File: src/rtl/swe_pkg.sv
// ----------------------------------------------------------------------------
// swe_pkg
// Shared types and constants for the sliding window extreme block: cell
// entry, per-cycle cell control and register indexes.
// ----------------------------------------------------------------------------
package swe_pkg;

  localparam int WINDOW_MAX    = 64;
  localparam int SAMPLE_BITS   = 16;
  localparam int POS_W         = 32;
  localparam int CFG_W         = 7;
  localparam int CFG_IDX_W     = 2;
  localparam int AGE_W         = $clog2(WINDOW_MAX);
  localparam int SUFFIX_LEVELS = $clog2(WINDOW_MAX);

  typedef enum logic [CFG_IDX_W-1:0] {
    REG_WINDOW_LENGTH = 2'd0,
    REG_SELECT_MIN    = 2'd1
  } cfg_reg_e;

  // one deque entry held by a cell; age counts samples since it was appended
  typedef struct packed {
    logic                          valid;
    logic signed [SAMPLE_BITS-1:0] value;
    logic [AGE_W-1:0]              age;
  } entry_t;

  // broadcast to every cell each cycle
  typedef struct packed {
    logic                          step;
    logic                          shift;
    logic                          select_min;
    logic signed [SAMPLE_BITS-1:0] fresh;
  } cell_ctl_t;

  localparam entry_t EMPTY_ENTRY = '{valid: 1'b0, value: '0, age: '0};

endpackage

File: src/rtl/swe_suffix_and.sv
// ----------------------------------------------------------------------------
// swe_suffix_and
// Log-depth suffix AND over the cell row: bit i is set when every cell from
// i to the end is empty or beaten by the new sample.
// ----------------------------------------------------------------------------
module swe_suffix_and (
  input  logic [swe_pkg::WINDOW_MAX-1:0] cut_i,
  output logic [swe_pkg::WINDOW_MAX-1:0] suffix_o
);
  import swe_pkg::*;

  logic [WINDOW_MAX-1:0] level [SUFFIX_LEVELS+1];

  assign level[0] = cut_i;

  for (genvar k = 0; k < SUFFIX_LEVELS; k++) begin : g_level
    for (genvar i = 0; i < WINDOW_MAX; i++) begin : g_bit
      if (i + (1 << k) < WINDOW_MAX) begin : g_pair
        assign level[k+1][i] = level[k][i] & level[k][i + (1 << k)];
      end else begin : g_pass
        assign level[k+1][i] = level[k][i];
      end
    end
  end

  assign suffix_o = level[SUFFIX_LEVELS];

endmodule

File: config.mk
export PLATFORM = sky130hd
export DESIGN_NAME = swe_suffix_and
export DESIGN_NICKNAME = d
export VERILOG_FILES = /design/src/rtl/swe_pkg.sv /design/src/rtl/swe_suffix_and.sv
export SDC_FILE = /design/constraint.sdc
export NUM_CORES = 1
export LEC_CHECK = 0
export BUFFER_PORTS_ARGS = -buffer_cell sky130_fd_sc_hd__buf_4
export CAP_MARGIN = 30
export CORE_ASPECT_RATIO = 2
export CORE_MARGIN = 4
export CORE_UTILIZATION = 34
export DETAILED_ROUTE_END_ITERATION = 10
export GPL_TIMING_DRIVEN = 1
export PLACE_DENSITY = 0.93
export SYNTH_ARGS = -nofsm -noshare
export SYNTH_HDL_FRONTEND = slang
export SYNTH_SLANG_ARGS = --single-unit
export TNS_END_PERCENT = 20
File: constraint.sdc
create_clock -name vclk -period 3.7
set_input_delay 0.185 -clock vclk [all_inputs]
set_output_delay 0.185 -clock vclk [all_outputs]
set_load 0.05 [all_outputs]
# Word-level counts from Yosys, hierarchy flattened
# Index checks and enable logic that the tools add are counted.
totals:
  regBits: 0
  input_bits: 64
  out_inout_bits: 64
  elab_cells: 321
classes:
  bitwise_logic: 321
op_table:
  columns: ["operator", "count"]
  rows:
  - ["AND 1 bit", 321]

# Depth between registers and ports, before layout
depth:
  depth_word: 6
  mapped_depth: 5
  mapped_depth_nobuf: 5

# Worst setup path after synthesis
# OpenSTA, ideal clock, no wires.
synth_path:
  path_kind: "input to output"
  from: "input port cut_i[59] (netlist bit)"
  to: "output port suffix_o[7] (netlist bit)"
  t_arrival_ns: 3.709
  required_ns: 3.515
  slack_ns: -0.194
  cell_stages: 4
  path_cell_list: "nand4_1 nor4_1 nand2_1 nor3b_1"
synth_via:
  elab_chain_len: 6
synth_rtl:
  columns: ["item", "line", "rtl"]
  rows:
  - ["start, declared", "swe_suffix_and.sv:7", "input logic [swe_pkg::WINDOW_MAX-1:0] cut_i,"]
  - ["AND 1 bit (6 in series)", "swe_suffix_and.sv:19", "assign level[k+1][i] = level[k][i] & level[k][i + (1 << k)];"]
  - ["end, declared", "swe_suffix_and.sv:8", "output logic [swe_pkg::WINDOW_MAX-1:0] suffix_o"]
# No other way between the ends.

# Worst setup path in the final report
layout_path:
  from: "input port cut_i[52] (netlist bit)"
  to: "output port suffix_o[1] (netlist bit)"
# Same word-level chain as after synthesis.

==> results.ini <==
[yosys]
avgSynthCellArea_um2 = 5.33
synth.area.top_cells = nand4_1 14%, nor4_1 11%, nand3_1 11%
synth.largest_area_cell = nand4_1
synth_seq_area_share_pct = 0
synth_nets = 231
yosysTopAreaCellShare_pct = 14.0
synth.distinct_cells = 21
syn_inst = 167
synth_warnings = 0
syn_area_um2 = 891

[place]
dp_hpwl_um = 4300
io_buffers = 128
gp_congestion = 0.868
place_area_mm2 = 0.00189

[worst_hold_path]
hp-class = in -> out
whs_path_depth = 2

[finish]
seq_cells = 0
layout_common_cells = 128 x buf_4, 23 x nor2_1, 20 x nand4_1, 20 x nand2_1
nets = 360
areaGrowthSynthToFinish_pct = 112
final_common_cell = buf_4
fin_area_mm2 = 0.00189
seqCellArea_um2 = 0
fillCellCount = 219
drive_gt1_share_pct = 46.3
finish.utilization_pct = 74.3
clkbuf_count = 0
insertedDiodeCount = 0

[sta]
min_period_over_period_pct = 61.5
max_freq_ghz = 0.440
rsz0062_at_grt = false
setup_tns_ns = 0
drv_slew = 0
final_hold_viol_count = 0
max-slew-margin-rel_pct = 61.1
worstMarginPinSlew_ns = 0.579
setup_violations = 0
finalCriticalPeriod_ns = 2.27

[clock_network]
cts_resized = 0
cts_hold_buffers = 0
cts_setup_buffers = 0

[global_route]
grt_overflow = 0
grt_pass1_vias = 1608
antenna_found_initial = 0
grt_max_degree = 9
grt_usage_pct = 25.0
grt_pass1_wl_um = 7090

[pwr]
power.density_mw_per_mm2 = 56.0
peakVddDrop_uv = 40.8
leakagePower_nw = 0.957

[detailed_routing]
drc_errors = 0
dr_wl_met3_um = 468
met1Wirelength_um = 1490
viasPerCell = 5.61
vias = 1808
first_pass_iters = 4
initialDrtViolationCount = 51
met2WireLength_um = 2800
maxUsedRoutingLayer = met4
ant_nets = 0
routedWlPerCell_um = 15.1
drt_wl_total_um = 4870

[floorplanning]
fp-row-count = 26
die_h_um = 80.4
dieArea_mm2 = 0.00355
io-pin-count = 128
start_util_pct = 35.1
core_region_area_mm2 = 0.00254
chipWidth_um = 44.2

[outcome]
outcome = finished, final reports clean

[critical_path]
cp.arrival_ns = 2.09
cp_common_cell = buf_4
startpoint_type = primary input
crit_chain = buf_4 > nand3_1 > or4_1 > nor4_1 > and4_1 > buf_4
max_stage_delay_ns = 0.58
critPathCaptureType = output pin
crit_cells = 6
critical_path_buf_inv_count = 2
cp_max_fo = 5
crit_required_ns = 3.51
critPathSlowestCell = or4_1
worstSetupPathType = in -> out
cp_top_family = simple AND/OR/NAND/NOR gates

[flow_run]
drv_cap = 0

## logic make-up (layout without fill, tap and decap cells)
group	Yosys count	after routing	synth area share [%]
and+or+nand+nor	147	147	91.2
buffers and inverters	20	147	8.85
## synthesized netlist by cell type
library cell and instances:
or4_4 1, nor4_2 1, buf_4 1, and3_1 9, and4_1 3, nand3_2 1, nand2_1 20, nor2_1 23
or3_1 3, nand4_1 20, and2_1 5, or4_1 2, inv_1 19, nand4_2 1, nand3_1 19, nor3_1 19
nor4_1 16, nor4_4 1, nor3b_1 1, or2_2 1, nand2_2 1
## layer usage
layer  vias to the layer above  track usage, %
met5                         -               0
met3                        12            3.81
li1                        884               -
met1                       807            24.5
met4                         0            5.44
met2                       105            50.9
## layout make-up
class	count	area, µm²	share of cell area, %
inverters	19	71.3	3.78
multi-input cells	147	818	43.4
well taps	28	35.0	1.86
repair buffers	128	961	51.0
## report_power, final
part | total (W) | internal [W] | switching, W
logic | 0.000106 | 0.0000540 | 0.0000516
registers | 0 | 0 | 0
clock network | 0 | 0 | 0
## through the flow
| stage | total power, W | hold WS [ns] | setup slack (ns) | cells |
|---|---|---|---|---|
| floorplan | 0.0000296 | 0.537 | 0.409 | 167 |
| global placement | 0.000102 | 0.659 | 1.51 | 322 |
| detailed placement | 0.000104 | 0.662 | 1.47 | 322 |
| CTS | 0.000105 | 0.662 | 1.46 | 322 |
| global route | 0.000114 | 0.673 | 1.32 | 322 |
| finish | 0.000106 | 0.662 | 1.43 | 322 |
## final timing paths
check	from	end	slack, ns
worst max-delay path	cut_i[52]	suffix_o[1]	1.43
worst min-delay path	cut_i[63]	suffix_o[63]	0.66
(Power assumes the default switching activity.)
