--- src/rtl/swe_pkg.sv ---
// ----------------------------------------------------------------------------
// swe_pkg
// Shared types and constants for the sliding window extreme block: cell
// entry, per-cycle cell control and register indexes.
// ----------------------------------------------------------------------------
package swe_pkg;

  localparam int WINDOW_MAX    = 64;
  localparam int SAMPLE_BITS   = 16;
  localparam int POS_W         = 32;
  localparam int CFG_W         = 7;
  localparam int CFG_IDX_W     = 2;
  localparam int AGE_W         = $clog2(WINDOW_MAX);
  localparam int SUFFIX_LEVELS = $clog2(WINDOW_MAX);

  typedef enum logic [CFG_IDX_W-1:0] {
    REG_WINDOW_LENGTH = 2'd0,
    REG_SELECT_MIN    = 2'd1
  } cfg_reg_e;

  // one deque entry held by a cell; age counts samples since it was appended
  typedef struct packed {
    logic                          valid;
    logic signed [SAMPLE_BITS-1:0] value;
    logic [AGE_W-1:0]              age;
  } entry_t;

  // broadcast to every cell each cycle
  typedef struct packed {
    logic                          step;
    logic                          shift;
    logic                          select_min;
    logic signed [SAMPLE_BITS-1:0] fresh;
  } cell_ctl_t;

  localparam entry_t EMPTY_ENTRY = '{valid: 1'b0, value: '0, age: '0};

endpackage

--- src/rtl/swe_cell.sv ---
// ----------------------------------------------------------------------------
// swe_cell
// One deque slot. Takes its right neighbor's entry when the front advances,
// drops itself when beaten as part of the back suffix, and takes the new
// sample when it is the first free slot.
// ----------------------------------------------------------------------------
module swe_cell (
  input  logic               clk_i,
  input  logic               rst_ni,
  input  swe_pkg::cell_ctl_t ctl_i,
  input  swe_pkg::entry_t    right_i,
  input  logic               left_kept_i,
  input  logic               suffix_i,
  output swe_pkg::entry_t    entry_o,
  output logic               cut_o,
  output logic               kept_o
);
  import swe_pkg::*;

  logic                          valid_q, valid_d;
  logic signed [SAMPLE_BITS-1:0] value_q, value_d;
  logic [AGE_W-1:0]              age_q, age_d;
  entry_t                        shifted;
  logic                          beaten;
  logic                          slot_free;

  assign entry_o = '{valid: valid_q, value: value_q, age: age_q};

  always_comb begin
    shifted = ctl_i.shift ? right_i : entry_o;
    if (ctl_i.select_min) begin
      beaten = $signed(ctl_i.fresh) < $signed(shifted.value);
    end else begin
      beaten = $signed(ctl_i.fresh) > $signed(shifted.value);
    end
    cut_o     = !shifted.valid || beaten;
    kept_o    = shifted.valid && !suffix_i;
    slot_free = !kept_o && left_kept_i;
  end

  always_comb begin
    valid_d = valid_q;
    value_d = value_q;
    age_d   = age_q;
    if (ctl_i.step) begin
      if (kept_o) begin
        valid_d = 1'b1;
        value_d = shifted.value;
        age_d   = shifted.age + AGE_W'(1);
      end else if (slot_free) begin
        valid_d = 1'b1;
        value_d = ctl_i.fresh;
        age_d   = '0;
      end else begin
        valid_d = 1'b0;
        value_d = shifted.value;
        age_d   = shifted.age;
      end
    end else if (ctl_i.shift) begin
      valid_d = shifted.valid;
      value_d = shifted.value;
      age_d   = shifted.age;
    end
  end

  always_ff @(posedge clk_i or negedge rst_ni) begin
    if (!rst_ni) begin
      valid_q <= 1'b0;
    end else begin
      valid_q <= valid_d;
    end
  end

  always_ff @(posedge clk_i) begin
    value_q <= value_d;
    age_q   <= age_d;
  end

endmodule

--- config.mk ---
export PLATFORM = sky130hd
export DESIGN_NAME = swe_cell
export DESIGN_NICKNAME = d
export VERILOG_FILES = /design/src/rtl/swe_pkg.sv /design/src/rtl/swe_cell.sv
export SDC_FILE = /design/constraint.sdc
export NUM_CORES = 1
export LEC_CHECK = 0
export ABC_AREA = 1
export BUFFER_PORTS_ARGS = -buffer_cell sky130_fd_sc_hd__buf_4
export CAP_MARGIN = 5
export CORE_ASPECT_RATIO = 1.4
export CORE_UTILIZATION = 40
export DETAILED_ROUTE_END_ITERATION = 12
export GPL_TIMING_DRIVEN = 0
export PLACE_DENSITY = 0.68
export SETUP_SLACK_MARGIN = 0.05
export SLEW_MARGIN = 20
export SYNTH_ARGS = -nofsm -noshare
export SYNTH_HDL_FRONTEND = slang
export SYNTH_SLANG_ARGS = --single-unit
--- constraint.sdc ---
create_clock -name clk_i -period 2.8 [get_ports clk_i]
set_clock_uncertainty 0.1 [all_clocks]
set_input_delay 0.28 -clock clk_i [delete_from_list [all_inputs] [get_ports clk_i]]
set_output_delay 0.28 -clock clk_i [all_outputs]
set_load 0.01 [all_outputs]
# After elaboration in Yosys (flattened, before gate mapping)
# Index checks and enable logic that the tools add are counted.
dict set report totals {
  regBits 23
  input_bits 46
  output_inout_bits 25
  word_cells 27
}
dict set report op_classes {
  addsub 1
  magnitude_cmp 2
  n_mux 14
  reduce_logical 7
}
# op n
set op_table {}
lappend op_table {{$mux W16} 4}
lappend op_table {{$mux W6} 4}
lappend op_table {{$mux W23} 1}
lappend op_table {{$gt A16 B16 Y1} 1}
lappend op_table {{$lt A16 B16 Y1} 1}
lappend op_table {{$add A6 B1 Y6 const B} 1}
lappend op_table {{$mux W1} 5}
lappend op_table {{$logic_not A1 Y1} 3}
lappend op_table {{$logic_and A1 B1 Y1} 2}
lappend op_table {{$reduce_bool A2 Y1} 1}
lappend op_table {{$logic_or A1 B1 Y1} 1}

# Depth between registers and ports, before layout
dict set report logic_depth {
  depth_word 7
  mapped_depth 15
  depth_no_buf 14
}

# Worst setup path before layout
# No wires, ideal clock.
dict set report synth_path {
  path_kind {input to output}
  startpoint {in ctl_i[17] in the netlist's numbering}
  endpoint {out cut_o}
  arrival_ps 1872
  t_required_ps 2420
  setup_slack_ps 548
  path_stages 13
  path_buffers 2
  cell_sequence {buf_6 > buf_2 > mux2i_1 > ha_1 > nand2_1 > inv_1 > nand2_1 > nand2_1 > a21oi_1 > nand3_1 > nand2_1 > nand3_1 > nand3_1}
}
dict set report synth_via {
  elab_chain_len 4
  word_cells_on_any_way 6
  classes_between {2 x order compare; 2 x mux; 2 x reduce/logical}
}
# item line_no
set synth_lines {}
lappend synth_lines {{from (decl)} swe_cell.sv:10} ;# input swe_pkg::cell_ctl_t ctl_i,
lappend synth_lines {{$mux W23 (*)} swe_cell.sv:30} ;# shifted = ctl_i.shift ? right_i : entry_o;
lappend synth_lines {{$gt A16 B16 Y1 / $lt A16 B16 Y1 (equally long branches)} {swe_cell.sv:34, swe_cell.sv:32}}
lappend synth_lines {{$mux W1} swe_cell.sv:31} ;# if (ctl_i.select_min) begin
lappend synth_lines {{$logic_or A1 B1 Y1 (*)} swe_cell.sv:36} ;# cut_o = !shifted.valid || beaten;
lappend synth_lines {{to (decl)} swe_cell.sv:15} ;# output logic cut_o,
# Every way passes the cells marked *; elsewhere a longest branch is shown, timed or not.

# Worst setup path in the final report
dict set report layout_path {
  startpoint {reg value_q[15]}
  endpoint {out cut_o}
}
dict set report layout_via {
  elab_chain_len 4
  word_cells_on_any_way 5
  classes_between {2 x order compare; 2 x mux; 1 x reduce/logical}
}
# item line_no
set layout_lines {}
lappend layout_lines {{from (decl)} swe_cell.sv:21} ;# logic signed [SAMPLE_BITS-1:0] value_q, value_d;
lappend layout_lines {{from (signal assigned)} swe_cell.sv:75} ;# value_q <= value_d;
lappend layout_lines {{$mux W23 (*)} swe_cell.sv:30}
lappend layout_lines {{$gt A16 B16 Y1 / $lt A16 B16 Y1 (equally long branches)} {swe_cell.sv:34, swe_cell.sv:32}}
lappend layout_lines {{$mux W1 (*)} swe_cell.sv:31}
lappend layout_lines {{$logic_or A1 B1 Y1 (*)} swe_cell.sv:36}
# Marked as above.

==> results.cfg <==
[outcome]
status = complete, no violations

[clocking]
path_clk_slew_ns = 0.08
cts_num_sinks = 23
cts_tree = yes
htree_levels = 1
cts-buffers-inserted = 3
insertion_delay_ns = 0.27
root_buffer = clkbuf_8
clk_path_buf_depth = 2

[die]
die_w_um = 58.2
start_util_pct = 41.7
fp.dieH_um = 80.7
die_area_um2 = 4690
io_pins = 71
coreArea_um2 = 4240
row_count = 28

[grt]
grtUsageTotal_pct = 19.6
antenna_found_initial = 0
grt_pass1_wl_um = 7050
grt_max_degree = 23
grt_pass1_vias = 1637
grt-ovfl-total = 0

[layout]
final_area_um2 = 2450
diodes = 0
area_delta_synth_final_pct = 38.4
seqCellArea_um2 = 686
drive_gt1_share_pct = 32.8
utilization_pct = 57.7
fin_nets = 351
multi_input_area_um2 = 971
nFillCells = 409

[critical_path]
critPathLaunchType = flip-flop
path_class = flip-flop to output pin
cp.required_ns = 2.42
cp.arrival_ns = 2.14
reg2reg_from = age_q[1]$_DFFE_PP_
worst-path-max-fanout = 4
critPathCaptureType = output pin
startpoint = value_q[15]$_DFFE_PP_

[power_and_ir_drop]
peakVddDrop_mv = 0.217
power.density_nw_per_um2 = 432
p_leak_nw = 1.23

[yosys]
synthArstFlopShare_pct = 4.35
synth_top_area_share_pct = 37.4
synthTopCellsByCount = nand2_1 (73), edfxtp_1 (22), o21ai_1 (20)
synth_edf_count = 22
syn_area_um2 = 1770
synth_ff_type = edfxtp_1
synth_fp_nets = 275
synth-seq-cells = 23
yosysWarnings = 0
yosysTopAreaCell = edfxtp_1
seq_area_frac_synth_pct = 38.8
netlist_top_cells_area = edfxtp_1 (37%), nand2_1 (15%), ha_1 (12%)
synth_cells = 212
synth_cell_types = 25
synth_most_common_cell = nand2_1
syn_avg_cell_area_um2 = 8.34

[drt]
num_vias = 1667
wl_per_cell_um = 12.2
drt_iter0_markers = 45
wl_um = 4230
ant_nets = 0
post-route-drc-count = 0
drtPass1Iterations = 4
vias_per_cell = 4.80

[sta]
grt_setup_unrepaired = false
period_share_pct = 89.9
clock.fmax_ghz = 0.397
hold_violations = 0
worst_pin_slew_ns = 0.573
tns_ns = 0
setup_viol = 0
hold_ws_ns = 0.173
period_needed_ns = 2.52
final_max_slew_viol_count = 0
relSlewSlack_pct = 61.8

[placement]
dp_hpwl_um = 3230
placed_cell_area_um2 = 2360
port_buffers = 69
gp_congestion = 0.784

[worst_hold_path]
hold_path_class = primary input to flip-flop
min_from = ctl_i[18]

[job]
max-cap-violations = 0
-- layout make-up --
| class | instances | share of cell area (%) |
|---|---|---|
| well taps | 60 | 3.07 |
| plain buffers | 7 | 1.99 |
| flip-flops and latches | 23 | 28.0 |
| clock buffers | 4 | 1.84 |
| multi-input cells | 160 | 39.7 |
| repair buffers | 71 | 21.9 |
| inverters | 22 | 3.48 |
-- stage by stage --
step	cells	total power [mW]	worst slack, ns
2_1_floorplan	212	0.668	0.548
3_3_place_gp	341	0.827	0.159
3_5_place_dp	341	0.833	0.113
4_1_cts	346	1.05	0.102
5_1_grt	347	1.13	0.0451
6_report	347	1.06	0.283
-- what timing repair did --
| action | in CTS | in global routing |
|---|---|---|
| setup buffers | 0 | 1 |
| setup endpoints to repair | 0 | 1 |
| hold buffers | 1 | 0 |
| endpoints found under the hold margin | 1 | 0 |
| resized for setup | 0 | 8 |
-- sequential cells by signal, summed over array words and instances, names as in the netlist --
| signal | count |
|---|---|
| age_q | 6 |
| value_q | 16 |
| valid_q | 1 |
-- cell families after synthesis --
| group | Yosys count | synth area share (%) |
|---|---|---|
| adder cells (fa/ha/maj) | 17 | 12.0 |
| AND/OR/NAND/NOR | 98 | 24.8 |
| multiplexers | 15 | 8.49 |
| AO/OA/AOI/OAI | 30 | 8.56 |
| flip-flops | 23 | 38.8 |
| buffers and inverters | 29 | 7.29 |
-- cell usage in the layout, fill, tap and decap left out, types with 6 or more instances in the layout --
cell / count
a21oi_1: 6
buf_4: 72
edfxtp_1: 22
ha_1: 17
inv_1: 19
mux2i_1: 14
nand2_1: 73
nand3_1: 9
o21ai_1: 20
-- power by group --
part | total [mW] | internal (mW) | switching [mW]
Combinational | 0.382 | 0.186 | 0.196
Clock | 0.220 | 0.102 | 0.118
Sequential | 0.454 | 0.432 | 0.0225
Total | 1.06 | 0.719 | 0.336
-- final timing paths --
check	endpoint	slack (ns)	cells past startpoint
worst min-delay path	valid_q$_DFFE_PN0P_	0.17	2
worst max register to register	age_q[4]$_DFFE_PP_	1.19	9
max in group asynchronous	valid_q$_DFFE_PN0P_	2.29	2
worst min register to register	value_q[14]$_DFFE_PP_	0.58	2
min in group asynchronous	valid_q$_DFFE_PN0P_	0.23	2
worst max-delay path	cut_o	0.28	12
-- worst max-delay path, stage by stage, from the launching register on --
cell and delay, ns:
edfxtp_1 0.41, mux2i_2 0.21, ha_1 0.23, nand2_1 0.12, nor2_4 0.15, nand2_1 0.07
nor2_2 0.10, nand2_1 0.09, nand3_1 0.12, nand2_1 0.06, nand3_1 0.06, nand3_1 0.09
buf_4 0.15
-- layer usage --
| metal | global-route usage (%) | up-vias | routed length [um] |
|---|---|---|---|
| li1 | - | 861 | - |
| met1 | 23.3 | 754 | 1810 |
| met2 | 35.9 | 47 | 2170 |
| met3 | 2.90 | 5 | 205 |
| met4 | 5.71 | 0 | 47 |
| met5 | 0 | - | 0 |
Power figures use the tool's default switching activity.
